$ cat config.mk
export PLATFORM = sky130hd
export DESIGN_NAME = rna_queue
export DESIGN_NICKNAME = d
export VERILOG_FILES = /design/src/design/rna_pkg.sv /design/src/design/rna_queue.sv
export SDC_FILE = /design/constraint.sdc
export NUM_CORES = 1
export LEC_CHECK = 0
export BUFFER_PORTS_ARGS = -buffer_cell sky130_fd_sc_hd__buf_2
export CORE_ASPECT_RATIO = 1.75
export CORE_MARGIN = 5
export CORE_UTILIZATION = 34
export CTS_CLUSTER_SIZE = 40
export DETAILED_ROUTE_END_ITERATION = 8
export PLACE_DENSITY_LB_ADDON = 0.15
export REMOVE_ABC_BUFFERS = 1
export SLEW_MARGIN = 25
export SYNTH_ARGS = -nofsm -noshare
export SYNTH_HDL_FRONTEND = slang
export SYNTH_SLANG_ARGS = --single-unit
$ cat constraint.sdc
create_clock -name clk_i -period 8.3 [get_ports clk_i]
set_input_delay 0.83 -clock clk_i [delete_from_list [all_inputs] [get_ports clk_i]]
set_output_delay 0.83 -clock clk_i [all_outputs]
set_load 0.005 [all_outputs]
$ cat src/design/rna_pkg.sv
// Shared types and constants for the rational number ALU.
// No dependencies; imported by rna_front, rna_queue, rna_back and the top level.
package rna_pkg;

  localparam int unsigned MAX_W           = 32;
  localparam int unsigned DEF_VALUE_WIDTH = 32;
  localparam int unsigned QUEUE_DEPTH     = 2;

  typedef enum logic [2:0] {
    OP_ADD = 3'd0,
    OP_SUB = 3'd1,
    OP_MUL = 3'd2,
    OP_DIV = 3'd3,
    OP_REM = 3'd4,
    OP_CMP = 3'd5
  } op_e;

  typedef enum logic [1:0] {
    STAT_OK   = 2'd0,
    STAT_ZERO = 2'd1,
    STAT_OVF  = 2'd2
  } status_e;

  typedef enum logic [1:0] {
    ORD_EQ = 2'b00,
    ORD_GT = 2'b01,
    ORD_LT = 2'b11
  } order_e;

  // back-end sequencer
  typedef enum logic [4:0] {
    S_IDLE, S_PA, S_PB, S_ORD,
    S_A_G, S_A_D1, S_A_D2, S_A_M1, S_A_M2, S_A_M3, S_A_M4,
    S_M_1, S_M_2, S_M_3,
    S_R_1, S_R_2, S_R_3, S_R_4, S_R_5, S_R_6, S_R_7, S_R_8,
    S_FIN_G, S_FIN_D1, S_FIN_D2, S_FIN_D3,
    S_WAIT, S_DONE
  } state_e;

  // classified operation, magnitudes zero-extended from VALUE_WIDTH bits
  typedef struct packed {
    op_e              op;
    logic             zden;
    logic             sa;
    logic             sb;
    logic [MAX_W-1:0] ma;
    logic [MAX_W-1:0] mb;
    logic [MAX_W-1:0] ua;
    logic [MAX_W-1:0] ub;
  } entry_t;

endpackage

$ cat src/design/rna_queue.sv
// Short FIFO of classified operations between front and back end.
// Uses rna_pkg.
module rna_queue import rna_pkg::*; #(
  parameter int unsigned DEPTH = QUEUE_DEPTH
) (
  input  logic   clk_i,
  input  logic   rst_ni,
  input  logic   push_valid_i,
  output logic   push_ready_o,
  input  entry_t push_data_i,
  output logic   pop_valid_o,
  input  logic   pop_ready_i,
  output entry_t pop_data_o
);

  localparam int unsigned AW = (DEPTH > 1) ? $clog2(DEPTH) : 1;
  localparam int unsigned CW = $clog2(DEPTH + 1);

  entry_t        mem [DEPTH];
  logic [AW-1:0] wr_q, rd_q;
  logic [CW-1:0] cnt_q;
  logic          push, pop;

  assign push_ready_o = (cnt_q != CW'(DEPTH));
  assign pop_valid_o  = (cnt_q != '0);
  assign push = push_valid_i && push_ready_o;
  assign pop  = pop_valid_o && pop_ready_i;
  assign pop_data_o = mem[rd_q];

  always_ff @(posedge clk_i) begin
    if (push) begin
      mem[wr_q] <= push_data_i;
    end
  end

  always_ff @(posedge clk_i or negedge rst_ni) begin
    if (!rst_ni) begin
      wr_q  <= '0;
      rd_q  <= '0;
      cnt_q <= '0;
    end else begin
      if (push) wr_q <= (wr_q == AW'(DEPTH - 1)) ? '0 : wr_q + 1'b1;
      if (pop)  rd_q <= (rd_q == AW'(DEPTH - 1)) ? '0 : rd_q + 1'b1;
      cnt_q <= cnt_q + CW'(push) - CW'(pop);
    end
  end

endmodule

# [Word level (Yosys, flattened, before mapping)]
# Memories as Yosys holds them, arrays and structs flattened.
# Index checks and enable logic that the tools add are counted.
# Widths: inputs -> output; s select.
[word_totals] reg_bits=4 ram_bits=268 input_bits=138 out_inout_bits=136 wordCells=16 mem_count=1
[op_classes] n_addsub=4 n_eq_ne=1 muxes=4 n_reduce_logical=3
[mem_list] name="mem" depth=2 word_bits=134 read_ports=1 rd_clocked_by_memory_dff=0 wr=1 line_no="rna_queue.sv:19" text="entry_t mem [DEPTH];"
[op_table] cell="$mux 1" n=4
[op_table] cell="$add 1x1->1 const B" n=2
[op_table] cell="$add 2x1->2" n=1
[op_table] cell="$logic_and 1x1->1" n=2
[op_table] cell="$ne 2x2->1 const B" n=1
[op_table] cell="$reduce_bool 2->1" n=1
[op_table] cell="$sub 2x1->2" n=1

# [Logic depth before layout (Yosys ltp)]
[depth] ltp_word=4 ltp_mapped=5 mapped_depth_nobuf=5

# [Least setup slack after synthesis]
# No wires, ideal clock.
[synth_path] path_type="input to register" from="input port push_valid_i" to="memory mem[0][0] (netlist name), enable pin" setup_time_ns=0.628 arrival_time_ns=6.470 required_ns=7.672 setup_slack_ns=1.201 path_stages=2 path_buffers=0 path_cell_list="nand2_1 nor2_1"
[synth_via] elab_chain_len=3
[synth_lines] element="start: declaration" line_no="rna_queue.sv:8" text="input logic push_valid_i,"
[synth_lines] element="$logic_and 1x1->1" line_no="rna_queue.sv:26" text="assign push = push_valid_i && push_ready_o;"
[synth_lines] element="$mux 1" line_no="rna_queue.sv:31" text="if (push) begin"
[synth_lines] element="$mux 1 (implied by the code)" line_no="rna_queue.sv:32" text="mem[wr_q] <= push_data_i;"
[synth_lines] element="end: declaration" line_no="rna_queue.sv:19"
# Every way passes these cells.

==> results.py <==
metrics = {
    "status": {
        "status": "complete, no violations",
    },
    "route": {
        "drtAntennaViolNets": 0,
        "wl_per_cell_um": 19.0,
        "drt_wl_total_um": 21700,
        "drt_iter0_drc": 162,
        "drc": 0,
        "top_layer": "met5",
        "wl_met3_um": 1440,
        "num_vias": 5073,
        "vias_per_cell": 4.46,
        "met1_length_um": 6760,
        "firstDrtPassIters": 4,
        "route.met2.wl_um": 12500,
    },
    "clock_tree": {
        "cts_setup_buffers": 0,
        "cts_tree": "done",
        "clock_sinks": 272,
        "ctsResizeCount": 0,
        "holdBufCountCts": 0,
        "cts_buffers": 26,
        "cts.clk_slew.worst_paths_ns": 0.06,
        "htreeDepth": 1,
        "ctsLongestPathBuffers": 3,
        "root_buffer": "clkbuf_16",
        "clk_latency_ns": 0.52,
    },
    "die": {
        "die-height_um": 238,
        "dieArea_um2": 33300,
        "die_w_um": 140,
        "rows": 83,
        "coreArea_um2": 29300,
        "ioPinCount": 274,
        "start_util_pct": 34.4,
    },
    "yosys": {
        "avgSynthCellArea_um2": 23.0,
        "synthArstFlopShare_pct": 1.47,
        "yosysWarnings": 0,
        "synth.cell_area_um2": 10100,
        "synthCells": 439,
        "synthTopCellsByCount": "edfxtp_1, mux2_2, mux2_4",
        "yosysSeqAreaShare_pct": 80.8,
        "dominantRegCellSynth": "edfxtp_1",
        "synth_top_area_share_pct": 79.8,
        "synth-edff-count": 268,
        "synth.most_common_cell": "edfxtp_1",
        "yosysUniqueCellTypes": 19,
        "ys_seq_elements": 272,
        "yosys.area.top_type": "edfxtp_1",
        "synth_area_leaders": "edfxtp_1, mux2_2, mux2_4",
    },
    "pwr": {
        "pwr-share-clk_pct": 25.5,
        "p_sw_w": 0.00118,
        "irDropWorstVdd_v": 0.000251,
        "p_int_w": 0.00315,
        "leakagePower_nw": 4.83,
        "comb_power_share_pct": 28.4,
        "power_frac_seq_pct": 46.1,
        "switching_share_pct": 27.3,
        "power_density_nw_per_um2": 340,
    },
    "setup_path": {
        "critPathBufInv": 3,
        "critPathTopFamily": "buffers and inverters",
        "required_ns": 7.47,
        "worstPathMaxFanout": 71,
        "slowest_delay_ns": 0.80,
        "crit_path_end_kind": "output port",
        "start_kind": "flip-flop",
        "critPathKind": "reg -> out",
        "slowest_stage": "buf_4",
        "crit_arrival_ns": 3.06,
        "crit_chain": "buf_16, buf_4, mux2_2, buf_2",
    },
    "final_layout": {
        "final_nets": 871,
        "multi_input_area_um2": 1830,
        "nFillCells": 2670,
        "areaGrowthSynthToFinish_pct": 26.2,
        "regArea_um2": 8150,
        "drive_above_1_share_pct": 60.2,
    },
    "sta": {
        "max_slew_margin_pct": 31.7,
        "finalCritPeriodShare_pct": 46.9,
        "post-route-worst-setup-slack_ns": 4.41,
        "finalSetupViolations": 0,
        "worstMarginPinSlew_ns": 1.02,
        "hold_viol": 0,
        "finalSetupTns_ns": 0,
        "fmax_ghz": 0.257,
        "drv_slew": 0,
        "fin_crit_ns": 3.89,
        "fin_skew_ns": 0.0117,
        "rsz0062_at_grt": "false",
    },
    "placement": {
        "numPortBuffers": 273,
        "dp_slack_ns": 4.85,
        "dp_hpwl_um": 15400,
        "gp_congestion": 0.766,
    },
    "global_routing": {
        "overflow": 0,
        "antenna_found_initial": 7,
        "grt_max_degree": 72,
        "grt_usage_pct": 12.4,
        "first_global_vias": 5732,
        "grt_pass1_wl_um": 31400,
    },
    "run": {
        "cap_violations": 0,
    },
    "worst_hold_path": {
        "hp-class": "in -> async",
    },
}
## cell type report
cell class	count	share of cell area, %
flip-flops and latches	272	64.1
multi-input cells	152	14.4
repair buffers	280	11.5
clock buffers	35	5.55
well taps	382	3.76
clock inverters	12	0.718
diodes	5	0.0983
## cells in the final DEF (no fill, tap or decap)
cell	Yosys	layout
a32oi_1	1	1
nor2_1	3	2
buf_16	0	2
clkinv_1	0	6
mux2_2	84	84
a211oi_1	1	1
nor2_4	0	1
a21bo_2	1	1
nand2_1	2	2
diode_2	0	5
ha_1	1	1
xnor2_1	3	3
clkinv_8	0	1
or2_2	1	1
clkinv_2	0	3
dfrtp_1	4	3
clkbuf_16	0	27
mux2_4	50	50
nand2b_1	1	1
edfxtp_1	268	268
nand3_1	1	1
clkinvlp_4	0	1
buf_4	0	5
clkbuf_1	0	8
nor2b_1	1	1
buf_2	8	273
o21ai_0	1	1
and3_4	0	1
bufinv_16	0	1
dfrtp_4	0	1
## routing by layer
| metal | track usage (%) | vias up |
|---|---|---|
| met5 | 0 | - |
| met4 | 6.32 | 4 |
| met3 | 3.50 | 50 |
| met2 | 24.2 | 177 |
| met1 | 11.3 | 2507 |
| li1 | - | 2335 |
## power groups by stage
stage	sequential (W)	combinational, W	clock, W
global route	0.00202	0.00133	0.00121
global placement	0.00205	0.00120	0
CTS	0.00200	0.00127	0.00115
floorplan	0.00212	0.000742	0
detailed placement	0.00203	0.00127	0
finish	0.00199	0.00123	0.00110
## worst paths after layout
check	cells after the start	slack [ns]	to	start
max	4	4.41	pop_data_o[125]	rd_q
min	1	0.11	rd_q	rst_ni
max reg2reg	5	5.88	mem[0][77]	cnt_q[0]
min reg2reg	1	0.56	wr_q	wr_q
max in group asynchronous	1	8.05	rd_q	rst_ni
min in group clk_i	1	0.49	mem[1][1]	push_data_i[1]
## logic make-up (layout without fill, tap and decap cells)
| family | after synthesis | in the layout | synth area share (%) |
|---|---|---|---|
| buffers and inverters | 15 | 327 | 1.18 |
| xor gates and xnor gates | 3 | 3 | 0.261 |
| muxes | 134 | 134 | 16.8 |
| DFF | 272 | 272 | 80.8 |
| and+or+nand+nor | 10 | 10 | 0.484 |
| other | 0 | 5 | 0 |
| adders and majority gates | 1 | 1 | 0.124 |
| AOI/OAI and AO/OA | 4 | 4 | 0.310 |
## flip-flops by register name (all words and copies together) (netlist names)
signal	cells
rd_q	1
mem	268
wr_q	1
cnt_q	2
## stage by stage
stage	total power (W)	instance area, um^2	instances	utilization [%]	hold WS, ns
after floorplan	0.00286	9960	424	-	0.460
after global placement	0.00325	11900	1084	40.5	0.534
after detailed placement	0.00330	11900	1086	40.7	0.550
after CTS	0.00442	12700	1133	43.4	0.0748
after global routing	0.00456	12700	1137	43.4	0.0860
final	0.00433	12700	1138	43.5	0.105
Note: power is estimated with default switching activity, not from simulation.
