File: src/design/rna_pkg.sv
// Shared types and constants for the rational number ALU.
// No dependencies; imported by rna_front, rna_queue, rna_back and the top level.
package rna_pkg;

  localparam int unsigned MAX_W           = 32;
  localparam int unsigned DEF_VALUE_WIDTH = 32;
  localparam int unsigned QUEUE_DEPTH     = 2;

  typedef enum logic [2:0] {
    OP_ADD = 3'd0,
    OP_SUB = 3'd1,
    OP_MUL = 3'd2,
    OP_DIV = 3'd3,
    OP_REM = 3'd4,
    OP_CMP = 3'd5
  } op_e;

  typedef enum logic [1:0] {
    STAT_OK   = 2'd0,
    STAT_ZERO = 2'd1,
    STAT_OVF  = 2'd2
  } status_e;

  typedef enum logic [1:0] {
    ORD_EQ = 2'b00,
    ORD_GT = 2'b01,
    ORD_LT = 2'b11
  } order_e;

  // back-end sequencer
  typedef enum logic [4:0] {
    S_IDLE, S_PA, S_PB, S_ORD,
    S_A_G, S_A_D1, S_A_D2, S_A_M1, S_A_M2, S_A_M3, S_A_M4,
    S_M_1, S_M_2, S_M_3,
    S_R_1, S_R_2, S_R_3, S_R_4, S_R_5, S_R_6, S_R_7, S_R_8,
    S_FIN_G, S_FIN_D1, S_FIN_D2, S_FIN_D3,
    S_WAIT, S_DONE
  } state_e;

  // classified operation, magnitudes zero-extended from VALUE_WIDTH bits
  typedef struct packed {
    op_e              op;
    logic             zden;
    logic             sa;
    logic             sb;
    logic [MAX_W-1:0] ma;
    logic [MAX_W-1:0] mb;
    logic [MAX_W-1:0] ua;
    logic [MAX_W-1:0] ub;
  } entry_t;

endpackage

File: src/design/rna_if.sv
// Handshake interfaces for the operand and result channels.
// No dependencies.
interface rna_in_if;
  logic               valid;
  logic               ready;
  logic [2:0]         op;
  logic signed [31:0] a_num;
  logic signed [31:0] a_den;
  logic signed [31:0] b_num;
  logic signed [31:0] b_den;
  modport source (output valid, op, a_num, a_den, b_num, b_den, input ready);
  modport sink   (input valid, op, a_num, a_den, b_num, b_den, output ready);
endinterface


File: src/design/rna_front.sv
// Front end: accepts operands, moves denominator signs to the numerators,
// splits sign and magnitude, flags zero denominators. Uses rna_pkg, rna_if.
module rna_front import rna_pkg::*; #(
  parameter int unsigned VALUE_WIDTH = DEF_VALUE_WIDTH
) (
  rna_in_if.sink in_i,
  output logic   push_valid_o,
  input  logic   push_ready_i,
  output entry_t push_data_o
);

  localparam int unsigned W = VALUE_WIDTH;

  logic [W-1:0] na, da, nb, db;
  logic [W-1:0] ma, mb, ua, ub;

  assign na = in_i.a_num[W-1:0];
  assign da = in_i.a_den[W-1:0];
  assign nb = in_i.b_num[W-1:0];
  assign db = in_i.b_den[W-1:0];

  assign ma = na[W-1] ? (~na + 1'b1) : na;
  assign mb = nb[W-1] ? (~nb + 1'b1) : nb;
  assign ua = da[W-1] ? (~da + 1'b1) : da;
  assign ub = db[W-1] ? (~db + 1'b1) : db;

  always_comb begin
    push_data_o.op   = op_e'(in_i.op);
    push_data_o.zden = (da == '0) || (db == '0);
    // negating the numerator flips its sign unless it is zero
    push_data_o.sa   = da[W-1] ? (!na[W-1] && (na != '0)) : na[W-1];
    push_data_o.sb   = db[W-1] ? (!nb[W-1] && (nb != '0)) : nb[W-1];
    push_data_o.ma   = MAX_W'(ma);
    push_data_o.mb   = MAX_W'(mb);
    push_data_o.ua   = MAX_W'(ua);
    push_data_o.ub   = MAX_W'(ub);
  end

  assign push_valid_o = in_i.valid;
  assign in_i.ready   = push_ready_i;

endmodule

File: src/flat_wrapper.sv
// flat-port wrapper written by rule: the top's interface ports become plain ports
module rna_front_flat import rna_pkg::*;
#(
  parameter int unsigned VALUE_WIDTH = DEF_VALUE_WIDTH
)
  (push_valid_o, push_ready_i, push_data_o, in_i_valid, in_i_op, in_i_a_num, in_i_a_den, in_i_b_num, in_i_b_den, in_i_ready);
  rna_in_if in_i_i ();
  output logic push_valid_o;
  input  logic push_ready_i;
  output entry_t push_data_o;
  input wire logic [$bits(in_i_i.valid)-1:0] in_i_valid;
  input wire logic [$bits(in_i_i.op)-1:0] in_i_op;
  input wire logic [$bits(in_i_i.a_num)-1:0] in_i_a_num;
  input wire logic [$bits(in_i_i.a_den)-1:0] in_i_a_den;
  input wire logic [$bits(in_i_i.b_num)-1:0] in_i_b_num;
  input wire logic [$bits(in_i_i.b_den)-1:0] in_i_b_den;
  output wire logic [$bits(in_i_i.ready)-1:0] in_i_ready;
  assign in_i_i.valid = in_i_valid;
  assign in_i_i.op = in_i_op;
  assign in_i_i.a_num = in_i_a_num;
  assign in_i_i.a_den = in_i_a_den;
  assign in_i_i.b_num = in_i_b_num;
  assign in_i_i.b_den = in_i_b_den;
  assign in_i_ready = in_i_i.ready;
  rna_front #(.VALUE_WIDTH(VALUE_WIDTH)) u_core (.in_i(in_i_i), .push_valid_o(push_valid_o), .push_ready_i(push_ready_i), .push_data_o(push_data_o));
endmodule
File: config.mk
export PLATFORM = sky130hd
export DESIGN_NAME = rna_front_flat
export DESIGN_NICKNAME = d
export VERILOG_FILES = /design/src/design/rna_pkg.sv /design/src/design/rna_if.sv /design/src/design/rna_front.sv /design/src/flat_wrapper.sv
export SDC_FILE = /design/constraint.sdc
export NUM_CORES = 1
export LEC_CHECK = 0
export ABC_CLOCK_PERIOD_IN_PS = 2400
export BUFFER_PORTS_ARGS = -buffer_cell sky130_fd_sc_hd__buf_2
export CORE_AREA = 2 2 105 107
export DETAILED_ROUTE_END_ITERATION = 12
export DIE_AREA = 0 0 107 109
export GPL_TIMING_DRIVEN = 0
export PLACE_DENSITY = 0.71
export SLEW_MARGIN = 25
export SYNTH_ARGS = -nofsm -noshare
export SYNTH_HDL_FRONTEND = slang
export SYNTH_SLANG_ARGS = --single-unit
File: constraint.sdc
create_clock -name vclk -period 2.4
set_input_delay 0 -clock vclk [all_inputs]
set_output_delay 0 -clock vclk [all_outputs]
set_load 0.05 [all_outputs]
# After elaboration in Yosys (flattened, before gate mapping)
# Index checks and enable logic that the tools add are counted.
totals:
  regBits: 0
  in_bits: 133
  word_cells: 23
  output_inout_bits: 136
op_classes:
  mux: 6
  reduce_logical: 9
  n_addsub: 4
  n_bitwise: 4
op_table:
  columns: ["cell", "count"]
  rows:
  - ["adder 32 x 1 -> 32 bit, second input constant", 4]
  - ["2-to-1 mux 32 bit", 4]
  - ["inverter 32 bit", 4]
  - ["logical NOT 32 bit", 2]
  - ["nonzero test 32 bit", 2]
  - ["logical AND 1 bit", 2]
  - ["logical NOT 1 bit", 2]
  - ["2-to-1 mux 1 bit", 2]
  - ["logical OR 1 bit", 1]

# Longest topological paths before layout
# Gate-level depths: netlist of run 1.
logic_depth:
  ltp_word: 3
  mapped_depth: 7
  ltp_nobuf: 7

# Worst setup path after synthesis of run 1
# No wires, ideal clock.
synth_timing:
  path_kind: "input port to output port"
  start: "input port in_i_a_den[24]"
  end: "output port push_data_o[130] (netlist name)"
  setup_slack_ns: -0.563
  path_buffers: 0
  required_time_ns: 2.400
  path_stages: 4
  t_arrival_ns: 2.963
  path_cell_list: "or4_1 or4_1 or3_1 o41ai_1"
synth_rtl:
  columns: ["item", "line", "text"]
  rows:
  - ["from (decl)", "flat_wrapper.sv:14", "input wire logic [$bits(in_i_i.a_den)-1:0] in_i_a_den;"]
  - ["to (decl)", "flat_wrapper.sv:10", "output entry_t push_data_o;"]

==> flow_summary.ini, run 1 <==
[power]
power_switching_share_pct = 73.64
seq_power_share_pct = 0
p_clk_share_pct = 0
net-switching-power_mw = 1.178
max-vdd-ir-drop_uv = 209.2
total_power_mw = 1.599
power_density_nw_per_um2 = 372.4
p_int_uw = 421.7
p_leak_nw = 1.800
pwr-share-comb_pct = 100.0

[cells_and_area]
n_antenna_cell = 0
n_clock_buffer = 0
nFillCells = 1136
syn_to_final_growth_pct = 57.12
fin_cells = 793
final_common_cell = buf_2
final_nets = 792
layout_common_cells = 256 x buf_2, 116 x xnor2_1, 40 x nand2_1
regArea_um2 = 0
seq_cells = 0
drive_gt1_share_pct = 45.48

[setup_path]
worstPathMaxFanout = 8
start_kind = input pin
critPathArrivalTime_ns = 2.33
cp_data_required_time_ns = 2.40
end_kind = primary output
criticalPathCategory = input pin to primary output

[floorplanning]
fp.dieW_um = 107
core_area_um2 = 10600
die_area_um2 = 11660
pin_count = 269
start_util_pct = 25.78
rows = 38
die_h_um = 109

[sta]
setup_slack_ns = 0.07083
fin_hold_ws_ns = 0.3014
max_freq_mhz = 429.3
hold_viol_final = 0
fin_crit_sh_pct = 97.05
slew_violations = 0
tns_ns = 0
setup_viol = 0
min_period_ns = 2.329
tightest_slew_ns = 0.6772
maxSlewHeadroom_pct = 54.44

[run]
max-cap-violations = 0

[logic_synthesis]
synth_fp_nets = 527
yosys_warnings = 0
netlist-cell-type-count = 37
syn_area_um2 = 2734
syn_area_per_cell_um2 = 7.010
synth_top_area_share_pct = 37.16
synth_area_leaders = xnor2_1 37%, o31ai_1 9.1%, o21ai_0 6.8%, o41ai_1 6.1%, nand2_1 5.5%
seq_area_frac_synth_pct = 0
yosys.area.top_type = xnor2_1
synthCells = 390

[global_routing]
grt_pass1_vias = 3542
met3_usage_pct = 1.913
met2_usage_pct = 31.89
antenna_found_initial = 0
grt_busiest_layer = met2
grt_max_degree = 11
grt_usage_pct = 16.57
grtUsageMet1_pct = 20.54
grt_pass1_wl_um = 16430
globalRouteOverflowTotal = 0

[place]
place_ws_ns = -0.007512
dpl.hpwl_um = 9500
io_buffers = 262
placed_cells = 792
routabilityCongestion = 0.9161

[drt]
via_count = 3982
ant_nets = 0
drcViolationCount = 0
wl_per_cell_um = 13.81
vias_per_cell = 5.021
wl_um = 10950
drt_iter0_markers = 262
dr.pass1.iters = 4

[min_path]
hp-class = input pin to primary output

[status]
status = finished, final reports clean
-- routing by layer --
metal | wire length, µm | part of all wire [%]
met5 | 0 | 0
met3 | 916 | 8.4
met2 | 5494 | 50
met4 | 54 | 0.49
met1 | 4482 | 41
-- power by group through the flow --
stage	clock, mW	sequential, mW	combinational, mW
after global routing	0	0	1.68
after detailed placement	0	0	1.59
after floorplan	0	0	1.14
after CTS	0	0	1.59
final	0	0	1.60
after global placement	0	0	1.58
-- cell usage after synthesis, drive strengths merged (3+ instances only) --
cell    number
nand2       40
ha           4
xnor2      116
nand2b       6
or3b         3
or3         14
o41ai       23
nand4        5
or4         22
nor4        12
inv          9
buf         11
nor2        10
o31ai       34
nor3        11
clkbuf      13
o21ai       39
nand3        6
or2          3
-- kinds of logic (layout without fill, tap and decap cells) --
group | count (synthesis) | count (layout) | synth area share, %
AND/OR/NAND/NOR | 137 | 137 | 28.51
XOR/XNOR | 117 | 117 | 37.48
buffers and inverters | 33 | 296 | 5.812
multiplexers | 1 | 1 | 0.3661
adder cells (fa/ha/maj) | 4 | 4 | 1.831
AO/OA/AOI/OAI | 98 | 98 | 26.00
-- final cells by class --
cell class,count,area (µm²),share of cell area (%)
plain buffers,24,125.1,2.913
inverters,9,33.78,0.7865
multi-input cells,357,2625,61.11
well taps,140,175.2,4.078
repair buffers,263,1336,31.11
-- worst paths after layout --
check | cells past startpoint | start | endpoint | slack (ns)
setup / recovery | 8 | in_i_a_num[18] | push_data_o[124] | 0.07
hold / removal | 2 | in_i_op[1] | push_data_o[132] | 0.30
-- worst max-delay path: stages --
cell,delay [ns]
buf_2,0.14
or4_4,0.53
or3_1,0.36
or3b_1,0.38
buf_2,0.19
o41ai_2,0.32
xnor2_1,0.16
clkbuf_4,0.25
-- timing repair --
action / CTS / global route
pin swaps: 0 / 2
resized for setup: 1 / 13
buffers inserted: 0 / 1
setup endpoints to repair: 1 / 20
hold buffers: 0 / 0
-- per-stage QoR --
stage / instance area [µm²] / util, %
after CTS: 4237 / 39.96
after global placement: 4234 / 39.93
after detailed placement: 4234 / 39.93
final: 4295 / 40.51
after floorplan: 2748 / -
after global routing: 4295 / 40.51
Power figures use the tool's default switching activity.
==> run 2, diff against run 1 <==
--- a/config.mk
+++ b/config.mk
@@ -7,11 +7,13 @@
 export LEC_CHECK = 0
 export ABC_CLOCK_PERIOD_IN_PS = 2400
 export BUFFER_PORTS_ARGS = -buffer_cell sky130_fd_sc_hd__buf_2
-export CORE_AREA = 2 2 105 107
+export CELL_PAD_IN_SITES_DETAIL_PLACEMENT = 1
+export CELL_PAD_IN_SITES_GLOBAL_PLACEMENT = 1
+export CORE_AREA = 2 2 110 112
 export DETAILED_ROUTE_END_ITERATION = 12
-export DIE_AREA = 0 0 107 109
+export DIE_AREA = 0 0 112 114
 export GPL_TIMING_DRIVEN = 0
-export PLACE_DENSITY = 0.71
+export PLACE_DENSITY = 0.94
 export SLEW_MARGIN = 25
 export SYNTH_ARGS = -nofsm -noshare
 export SYNTH_HDL_FRONTEND = slang
==> flow_summary.ini, run 2 (synthesized netlist as in run 1, its figures left out) <==
[floorplanning]
core_area_um2 = 11710
rows = 40
die_area_um2 = 12770
pin_count = 269
fp.dieW_um = 112
die_h_um = 114
start_util_pct = 23.34

[sta]
setup_slack_ns = 0.03599
hold_viol_final = 0
tightest_slew_ns = 0.6313
max_freq_mhz = 423.0
maxSlewHeadroom_pct = 57.53
fin_crit_sh_pct = 98.50
slew_violations = 0
min_period_ns = 2.364
setup_viol = 0
grt_setup_unrepaired = yes

[place]
io_buffers = 262
dpl.hpwl_um = 11540
place_ws_ns = -0.02996
routabilityCongestion = 0.9288

[drt]
via_count = 4121
dr.pass1.iters = 5
drt_iter0_markers = 158
drcViolationCount = 0
ant_nets = 0
vias_per_cell = 5.138
wl_um = 13270
wl_per_cell_um = 16.54

[power]
power_density_nw_per_um2 = 376.3
p_leak_nw = 1.800
max-vdd-ir-drop_uv = 213.5
total_power_mw = 1.621

[global_routing]
antenna_found_initial = 2
globalRouteOverflowTotal = 0
grt_pass1_vias = 4144
grt_max_degree = 11
grt_usage_pct = 18.87
grt_pass1_wl_um = 20570

[cells_and_area]
final_nets = 792
n_clock_buffer = 0
seq_cells = 0
nFillCells = 1554
regArea_um2 = 0
final_common_cell = buf_2
multi_input_area_um2 = 2624
layout_common_cells = 256 x buf_2, 116 x xnor2_1, 40 x nand2_1
drive_gt1_share_pct = 45.48
syn_to_final_growth_pct = 57.57

[setup_path]
end_kind = primary output
cp_data_required_time_ns = 2.40
criticalPathCategory = input pin to primary output
start_kind = input pin
worstPathMaxFanout = 8
critPathArrivalTime_ns = 2.36

[run]
max-cap-violations = 0

[status]
status = finished, final reports clean

[min_path]
hp-class = input pin to primary output
-- run 2: path summary, 6_finish.rpt --
check / endpoint / slack (ns) / cells after the start / from
setup / recovery: push_data_o[124] / 0.04 / 8 / in_i_a_num[18]
hold / removal: push_data_o[133] / 0.30 / 2 / in_i_op[2]
-- run 2: area by class of cell --
class              instances  share of cell area (%)
diodes                     2                  0.1162
plain buffers             24                   2.904
inverters                  9                  0.7842
multi-input cells        357                   60.91
well taps                147                   4.270
repair buffers           263                   31.02
-- run 2: timing repair --
item	4_1_cts	5_1_grt
gates resized for setup	2	14
hold buffers	0	0
buffers inserted	0	1
endpoints found under the setup margin	2	21
-- run 2: critical path: stages --
cell and delay [ns]:
buf_2 0.14, or4_4 0.54, or3_1 0.36, or3b_1 0.37
buf_2 0.19, o41ai_2 0.33, xnor2_1 0.18, buf_4 0.24
-- run 2: stage by stage --
stage          utilization (%)  hold slack [ns]  cells  instance area [µm²]  setup TNS (ns)
3_5_place_dp             36.23           0.3029    799                 4243        -0.04324
3_3_place_gp             36.23           0.3017    799                 4243               0
6_report                 36.78           0.3023    802                 4308               0
4_1_cts                  36.27           0.3028    799                 4248               0
5_1_grt                  36.76           0.3059    801                 4305        -0.08288
2_1_floorplan                -           0.1046    390                 2748               0
-- run 2: report_power, final --
part | switching, mW | internal (mW) | total (mW) | leakage (nW)
sequential | 0 | 0 | 0 | 0
clock | 0 | 0.000000112 | 0.000000112 | 0.0000127
combinational | 1.20 | 0.422 | 1.62 | 1.80
total | 1.20 | 0.422 | 1.62 | 1.80
-- run 2: routing by layer --
layer  wire, µm  part of all wire (%)  GRT usage [%]
met4         88                  0.66          2.439
met1       4973                    37          20.90
met3        988                   7.4          3.560
met2       7216                    54          38.06
met5          0                     0              0
